===== config.mk =====
export PLATFORM = sky130hd
export DESIGN_NAME = qau_sqrt
export DESIGN_NICKNAME = d
export VERILOG_FILES = /design/src/design/qau_sqrt.sv
export SDC_FILE = /design/constraint.sdc
export NUM_CORES = 1
export LEC_CHECK = 0
export ABC_AREA = 0
export BUFFER_PORTS_ARGS = -buffer_cell sky130_fd_sc_hd__buf_2
export CAP_MARGIN = 0
export CORE_ASPECT_RATIO = 1.4
export CORE_MARGIN = 8
export CORE_UTILIZATION = 45
export DETAILED_ROUTE_END_ITERATION = 6
export HOLD_SLACK_MARGIN = 0.05
export SETUP_SLACK_MARGIN = 0.5
export SYNTH_ARGS = -nofsm -noshare
export SYNTH_HDL_FRONTEND = slang
export SYNTH_SLANG_ARGS = --single-unit

===== constraint.sdc =====
create_clock -name clk -period 3.3 [get_ports clk]
set_input_delay 0.165 -clock clk [delete_from_list [all_inputs] [get_ports clk]]
set_output_delay 0.165 -clock clk [all_outputs]
set_load 0.05 [all_outputs]

===== src/design/qau_sqrt.sv =====
// pipelined integer square root, one result bit per stage, with sideband
`timescale 1ns / 1ps
`default_nettype none
module qau_sqrt #(
    parameter int SQW    = 38,
    parameter int SIDE_W = 8
) (
    input  wire logic                     clk,
    input  wire logic                     rst_n,
    input  wire logic                     en,
    input  wire logic                     in_valid,
    input  wire logic [SQW-1:0]           in_radicand,
    input  wire logic [SIDE_W-1:0]        in_side,
    output logic                          out_valid,
    output logic [(SQW+1)/2-1:0]          out_root,
    output logic [SIDE_W-1:0]             out_side
);

    localparam int LW = (SQW + 1) / 2;

    logic [SQW-1:0]    v_reg    [LW];
    logic [SQW-1:0]    res_reg  [LW];
    logic [SIDE_W-1:0] side_reg [LW];
    logic              val_reg  [LW];

    for (genvar k = 0; k < LW; k++) begin : g_stage
        localparam logic [SQW-1:0] BIT = SQW'(64'd1 << (2 * (LW - 1 - k)));
        logic [SQW-1:0]    v_in;
        logic [SQW-1:0]    res_in;
        logic [SIDE_W-1:0] side_in;
        logic              val_in;
        logic [SQW-1:0]    trial;
        logic [SQW-1:0]    v_next;
        logic [SQW-1:0]    res_next;

        if (k == 0) begin : g_first
            assign v_in    = in_radicand;
            assign res_in  = '0;
            assign side_in = in_side;
            assign val_in  = in_valid;
        end else begin : g_next
            assign v_in    = v_reg[k-1];
            assign res_in  = res_reg[k-1];
            assign side_in = side_reg[k-1];
            assign val_in  = val_reg[k-1];
        end

        always_comb
        begin
            trial = res_in + BIT;
            if (v_in >= trial)
            begin
                v_next   = v_in - trial;
                res_next = (res_in >> 1) + BIT;
            end
            else
            begin
                v_next   = v_in;
                res_next = res_in >> 1;
            end
        end

        always_ff @(posedge clk or negedge rst_n)
        begin
            if (!rst_n)
                val_reg[k] <= 1'b0;
            else if (en)
                val_reg[k] <= val_in;
        end

        always_ff @(posedge clk)
        begin
            if (en)
            begin
                v_reg[k]    <= v_next;
                res_reg[k]  <= res_next;
                side_reg[k] <= side_in;
            end
        end
    end

    assign out_valid = val_reg[LW-1];
    assign out_root  = res_reg[LW-1][LW-1:0];
    assign out_side  = side_reg[LW-1];

endmodule
`default_nettype wire


==> impl_results.md, run 1 <==
- MaxCap Viol Count: 0
- Storage element area: 31,300 um^2
- Maximum clock path buffer count: 3
- Top FF cell, synth: edfxtp_1
- Placeable core region: 102,000 um^2
- Critical Path Sink Type: flip-flop
- Number of flip-flops in the largest register: 684
- Mean Syn Cell Area: 13.7 um^2
- Die W: 287 um
- Commonest non-fill, non-tap cell in the layout: edfxtp_1
- Nets: 4,068
- Total CTS buffers: 98
- Fin. max-slew vios: 0
- H-tree depth: 3
- Final Hold Viols: 0
- CTS tree: yes
- Post-synthesis sequential area ratio: 67.4%
- Met1 GRT Util: 11.8%
- Cell area after layout: 57,000 um^2
- Initial Util: 45.3%
- Worst Clk Skew: 28.3 ps
- Met2 GRT Util: 35.5%
- DRT iter0 DRCs: 1,161
- Gr usage total: 16.3%
- Area of the multi-input gates: 16,400 um^2
- Via count: 27,700
- Antenna diodes: 0
- RSZ-0062 raised after global routing: yes
- Busiest grt layer: met2
- First-pass GRT wire length: 147,000 um
- Initial antenna violation count: 0
- Io pins: 78
- Placement Cell Area: 49,500 um^2
- Worst hold path class: input port to flip-flop
- Sink Count: 1,045
- Fmax: 329 MHz
- DRT Wirelength: 95,200 um
- Max Fanout on Critical Path: 7
- Power density over the cells: 628 nW/um^2
- Post-synth net total: 3,643
- Tightest Pin Transition: 876 ps
- VDD IR-drop max: 0.508 mV
- Crit path launch type: flip-flop
- Min cycle time layout: 3040 ps
- Synthesis-stage register bit count: 1,045
- Root Driver: clkbuf_16
- Synth async-reset ratio: 1.82%
- Setup_tns: 0 ps
- Vias in the first global route: 29,600
- Die Height: 396 um
- Post-synth EDFFs: 1,026
- Clock latency on the worst-skew pair: 690 ps
- DP HPWL: 67,400 um
- Final Wtd Congestion: 0.907
- Worst Slack Setup Final: 257 ps
- Antenna viol nets, final: 0
- Syn. warnings: 0
- Area of the die: 114,000 um^2
- Row count: 139
- Pre-CTS setup slack: -36.1 ps
- Commonest cells after routing, fill and taps aside: edfxtp_1, inv_1, nand2_1, buf_4
- Netlist cell types: 76
- Cells after Synth: 3,388
- Routed length per instance: 18.2 um
- Routed vias/inst: 5.28
- Routing usage on met3: 2.31%
- Congestion Overflow GR: 0
- # DRC: 0
- Data arrival time of the worst path: 3480 ps
- Status: finished, final reports clean
- Pin count of the biggest net entering global routing: 112
- Final setup viols: 0
- Synth Cell Area: 46,400 um^2
- Reg clk slew, reported paths: 60 ps
- Static leakage: 21.2 nW
- Filler Cell Count: 8,161
- IO buf count: 77
- Relative slew slack: 41.4%
- Layout area overhead: 22.9%
- Share of layout cells above drive strength 1: 22.4%
- Critical path type: flip-flop to flip-flop
- Pre-Repair DR Iteration Count: 5
- Reg2reg setup slack: 260 ps
- Critical path data required time: 3730 ps
- Final period util: 92.2%
[critical path, stage by stage (launching register included)]
cell and delay [ps]:
edfxtp_1 410, inv_2 90, ha_4 200, or4_1 490, o211ai_1 110, a21oi_2 90, a221o_1 440, o221a_4 250
or3_4 410, o41ai_2 200, o21ai_1 90
[logic make-up after synthesis]
kind of cell / count (synthesis) / share of synthesized area [%]
adder cells (fa/ha/maj): 205 / 5.53
flip-flops: 1045 / 67.4
XOR/XNOR: 270 / 5.10
AND/OR/NAND/NOR: 913 / 10.2
buffers and inverters: 321 / 2.65
AO/OA/AOI/OAI: 585 / 7.91
multiplexers: 49 / 1.16
[final cells by class]
class	count	area share, %
Clock buffer	115	4.48
Clock inverter	70	1.49
Inverter	267	1.77
Multi-Input combinational cell	2023	28.7
Sequential cell	1045	54.8
Tap cell	1339	2.94
Timing Repair Buffer	378	5.77
[through the flow]
step                power, mW  hold WS [ps]  utilization, %  instances
floorplan                21.0          -131               -       3388
global placement         22.8           134            48.3       4885
detailed placement       22.9           142            48.3       4885
CTS                      35.5           108            53.8       5163
global route             37.4           144            55.7       5237
finish                   35.8           176            55.7       5237
[Yosys cell counts (8+ instances only)]
library cell | number | area, um^2
nand2_1 | 225 | 845
nand4_1 | 39 | 244
nand3_1 | 49 | 245
inv_1 | 266 | 998
and2_1 | 13 | 81.3
nor4b_1 | 22 | 193
xor2_1 | 151 | 1320
nor2b_1 | 25 | 156
or3_1 | 39 | 244
nor4_1 | 104 | 651
o21bai_1 | 13 | 97.6
mux2i_1 | 10 | 100
clkbuf_1 | 45 | 169
a211oi_1 | 26 | 195
nor2_1 | 176 | 661
a21o_1 | 52 | 390
or2_2 | 12 | 75.1
nand2b_1 | 40 | 250
mux2_2 | 39 | 439
ha_1 | 205 | 2560
or4_1 | 24 | 180
nor3_1 | 95 | 475
o41ai_1 | 8 | 70.1
xnor2_1 | 119 | 1040
o21a_1 | 46 | 345
and3_1 | 13 | 81.3
edfxtp_1 | 1026 | 30800
a31oi_1 | 15 | 93.8
dfrtp_1 | 19 | 475
o21ai_0 | 178 | 891
o31ai_1 | 38 | 285
a21boi_0 | 12 | 90.1
a21oi_1 | 136 | 681
[worst paths after layout]
| check | startpoint | endpoint | cells past startpoint |
|---|---|---|---|
| setup / recovery | res_reg[15][9]$_DFFE_PP_ | v_reg[16][27]$_DFFE_PP_ | 10 |
| hold / removal | in_radicand[27] | v_reg[0][27]$_DFFE_PP_ | 2 |
| setup reg to reg | res_reg[15][9]$_DFFE_PP_ | v_reg[16][27]$_DFFE_PP_ | 10 |
| hold reg to reg | side_reg[15][1]$_DFFE_PP_ | side_reg[16][1]$_DFFE_PP_ | 0 |
| max in group asynchronous | rst_n | g_stage[18].val_in$_DFFE_PN0P_ | 3 |
| min in group asynchronous | rst_n | g_stage[14].val_in$_DFFE_PN0P_ | 3 |
[timing repair]
action                                  4_1_cts  5_1_grt
pin swaps                                    65      104
resized for setup                           252      253
buffers inserted                             39       69
endpoints found under the setup margin      227      231
endpoints found under the hold margin       114        0
cloned                                        3        5
hold buffers                                 51        0
[per-layer routing]
| layer | wire, um | vias up |
|---|---|---|
| li1 | - | 13600 |
| met5 | 0 | - |
| met2 | 58600 | 451 |
| met1 | 27200 | 13400 |
| met3 | 2570 | 279 |
| met4 | 6760 | 0 |
[where the power goes]
part	internal, mW	switching [mW]
registers	16.5	0.964
clock network	6.91	4.92
logic	3.03	3.55
No activity file was read; power rests on OpenSTA's default activity.
==> run 2: changes to the inputs <==
GPL_ROUTABILITY_DRIVEN = 1   (was not set)
clock period = 3 ns   (was 3.3 ns; I/O delays follow)
==> impl_results.md, run 2 (same netlist as run 1, synthesis figures left out) <==
- Min cycle time layout: 3110 ps (was 3040 ps)
- Root Driver: clkbuf_16 (unchanged)
- CTS tree: yes (unchanged)
- Hold endpoint: v_reg[0][5]$_DFFE_PP_ (was v_reg[0][27]$_DFFE_PP_)
- Final Power: 40.6 mW (was 35.8 mW)
- Critical Path Sink Type: flip-flop (unchanged)
- Die W: 287 um (unchanged)
- # DRC: 0 (unchanged)
- Critical path data required time: 3430 ps (was 3730 ps)
- Fin Hold WS: 134 ps (was 176 ps)
- Sink Count: 1,045 (unchanged)
- Worst r2r dst: v_reg[16][35]$_DFFE_PP_ (was v_reg[16][27]$_DFFE_PP_)
- Final setup viols: 5 (was 0)
- Io pins: 78 (unchanged)
- Static leakage: 22.6 nW (was 21.2 nW)
- Worst hold path class: input port to flip-flop (unchanged)
- Hold Crit Start: in_radicand[5] (was in_radicand[27])
- Routed vias/inst: 5.31 (was 5.28)
- Reg-to-Reg Start: res_reg[15][9]$_DFFE_PP_ (unchanged)
- Worst Clk Skew: 41.6 ps (was 28.3 ps)
- Row count: 139 (unchanged)
- Placeable core region: 102,000 um^2 (unchanged)
- Data arrival time of the worst path: 3530 ps (was 3480 ps)
- Die Height: 396 um (unchanged)
- Pin count of the biggest net entering global routing: 89 (was 112)
- Commonest cells after routing, fill and taps aside: edfxtp_1, buf_4, inv_1, nand2_1, xor2_1 (was edfxtp_1, inv_1, nand2_1, buf_4)
- Routed length per instance: 18.9 um (was 18.2 um)
- Crit path launch type: flip-flop (unchanged)
- DRT iter0 DRCs: 1,358 (was 1,161)
- Maximum clock path buffer count: 3 (unchanged)
- IO buf count: 77 (unchanged)
- Initial antenna violation count: 1 (was 0)
- Final Hold Viols: 0 (unchanged)
- Total CTS buffers: 103 (was 98)
- Power density over the cells: 674 nW/um^2 (was 628 nW/um^2)
- MaxCap Viol Count: 0 (unchanged)
- Initial Util: 45.3% (unchanged)
- Via count: 28,800 (was 27,700)
- Reg clk slew, reported paths: 60 ps (about the same)
- Antenna viol nets, final: 0 (unchanged)
- Hold Crit Depth: 2 (unchanged)
- Congestion Overflow GR: 0 (unchanged)
- VDD IR-drop max: 0.660 mV (was 0.508 mV)
- Pre-Repair DR Iteration Count: 5 (unchanged)
- Number of flip-flops in the largest register: 684 (unchanged)
- First-pass GRT wire length: 156,000 um (was 147,000 um)
- Reg2reg setup slack: -110 ps (was 260 ps)
- Critical path type: flip-flop to flip-flop (unchanged)
- Clock latency on the worst-skew pair: 720 ps (was 690 ps)
- Max Fanout on Critical Path: 4 (was 7)
- DRT Wirelength: 103,000 um (was 95,200 um)
- Share of layout cells above drive strength 1: 29.7% (was 22.4%)
- Gr usage total: 17.5% (was 16.3%)
- Relative slew slack: 44.0% (was 41.4%)
- Area of the die: 114,000 um^2 (unchanged)
- H-tree depth: 3 (unchanged)
- RSZ-0062 raised after global routing: yes (unchanged)
- Failing checks: setup timing
- Final period util: 104% (was 92.2%)
- DP HPWL: 71,700 um (was 67,400 um)
- Vias in the first global route: 30,500 (was 29,600)
- Commonest non-fill, non-tap cell in the layout: edfxtp_1 (unchanged)
- Status: complete, but fails checks (was finished, final reports clean)
- Tightest Pin Transition: 838 ps (was 876 ps)
- Worst Slack Setup Final: -105 ps (was 257 ps)
- Depth of the most critical reg-to-reg path: 11 (was 10)
- Nets: 4,257 (was 4,068)
- Fin. max-slew vios: 0 (unchanged)
- Layout area overhead: 29.6% (was 22.9%)
- Fmax: 322 MHz (was 329 MHz)
- Final Wtd Congestion: 0.854 (was 0.907)
## run 2: changes by cell type in the layout (fill, tap and decap cells not counted), sizes merged
cell and change:
and3 +1, buf +180, clkinvlp +6, clkinv +7, inv -1, diode +2
bufinv -7, clkbuf +6, o21ai +1
## run 2: layer usage
metal | share of wire, % | GRT usage (%)
met5 | 0 | 0
met4 | 7.8 | 12.3
met3 | 2.7 | 2.38
met2 | 61 | 37.4
met1 | 29 | 13.4
## run 2: worst max path at each step
stage                        startpoint                       to  slack (ps)  cells after the start
2_1_floorplan  res_reg[15][9]$_DFFE_PP_  v_reg[16][27]$_DFFE_PP_          50                     11
3_3_place_gp   res_reg[15][9]$_DFFE_PP_  v_reg[16][27]$_DFFE_PP_         -70                     10
3_5_place_dp   res_reg[15][9]$_DFFE_PP_  v_reg[16][27]$_DFFE_PP_         -60                     10
4_1_cts        res_reg[15][9]$_DFFE_PP_  v_reg[16][27]$_DFFE_PP_         -40                     10
5_1_grt        res_reg[15][9]$_DFFE_PP_  v_reg[16][27]$_DFFE_PP_        -240                     10
6_report       res_reg[15][9]$_DFFE_PP_  v_reg[16][35]$_DFFE_PP_        -110                     11
## run 2: timing repair
action / CTS / global route
endpoints found under the setup margin: 335 / 327
resized for setup: 419 / 337
hold buffers: 51 / 0
endpoints found under the hold margin: 110 / 0
gates cloned: 6 / 8
pin swaps: 168 / 161
buffers inserted: 86 / 75
## run 2: power by group
| group | internal (mW) | switching, mW | leakage, nW | total (mW) |
|---|---|---|---|---|
| clock network | 7.24 | 5.65 | 1.64 | 12.9 |
| logic | 4.03 | 4.40 | 10.8 | 8.43 |
| registers | 18.1 | 1.13 | 10.1 | 19.2 |
| total | 29.4 | 11.2 | 22.6 | 40.6 |
## run 2: through the flow
step / setup WS (ps) / cell area, um^2 / std cells / TNS [ps] / utilization [%]
final: -105 / 60200 / 5432 / -353 / 58.7
after CTS: -42.7 / 57800 / 5347 / -42.7 / 56.4
after detailed placement: -55.7 / 50900 / 5010 / -241 / 49.7
after global placement: -69.2 / 50900 / 5010 / -127 / 49.7
after global routing: -237 / 60200 / 5432 / -1090 / 58.7
after floorplan: 52.2 / 47000 / 3388 / 0 / -
## run 2: worst max-delay path, cell delays in order, from the launching register on
cell	delay [ps]
edfxtp_1	390
inv_2	90
ha_4	200
or4_4	510
o211ai_1	130
a21oi_2	90
a221o_1	410
o221a_4	250
or3_4	370
buf_12	150
nor4_4	130
xor2_1	90
## run 2: layout make-up
class,count,area (um^2)
repair buffers,560,5000
diodes,2,5.00
clock inverters,75,778
multi-input cells,2025,17800
well taps,1339,1680
clock buffers,119,2640
flip-flops and latches,1045,31300
fillers,7858,42300
inverters,267,1010
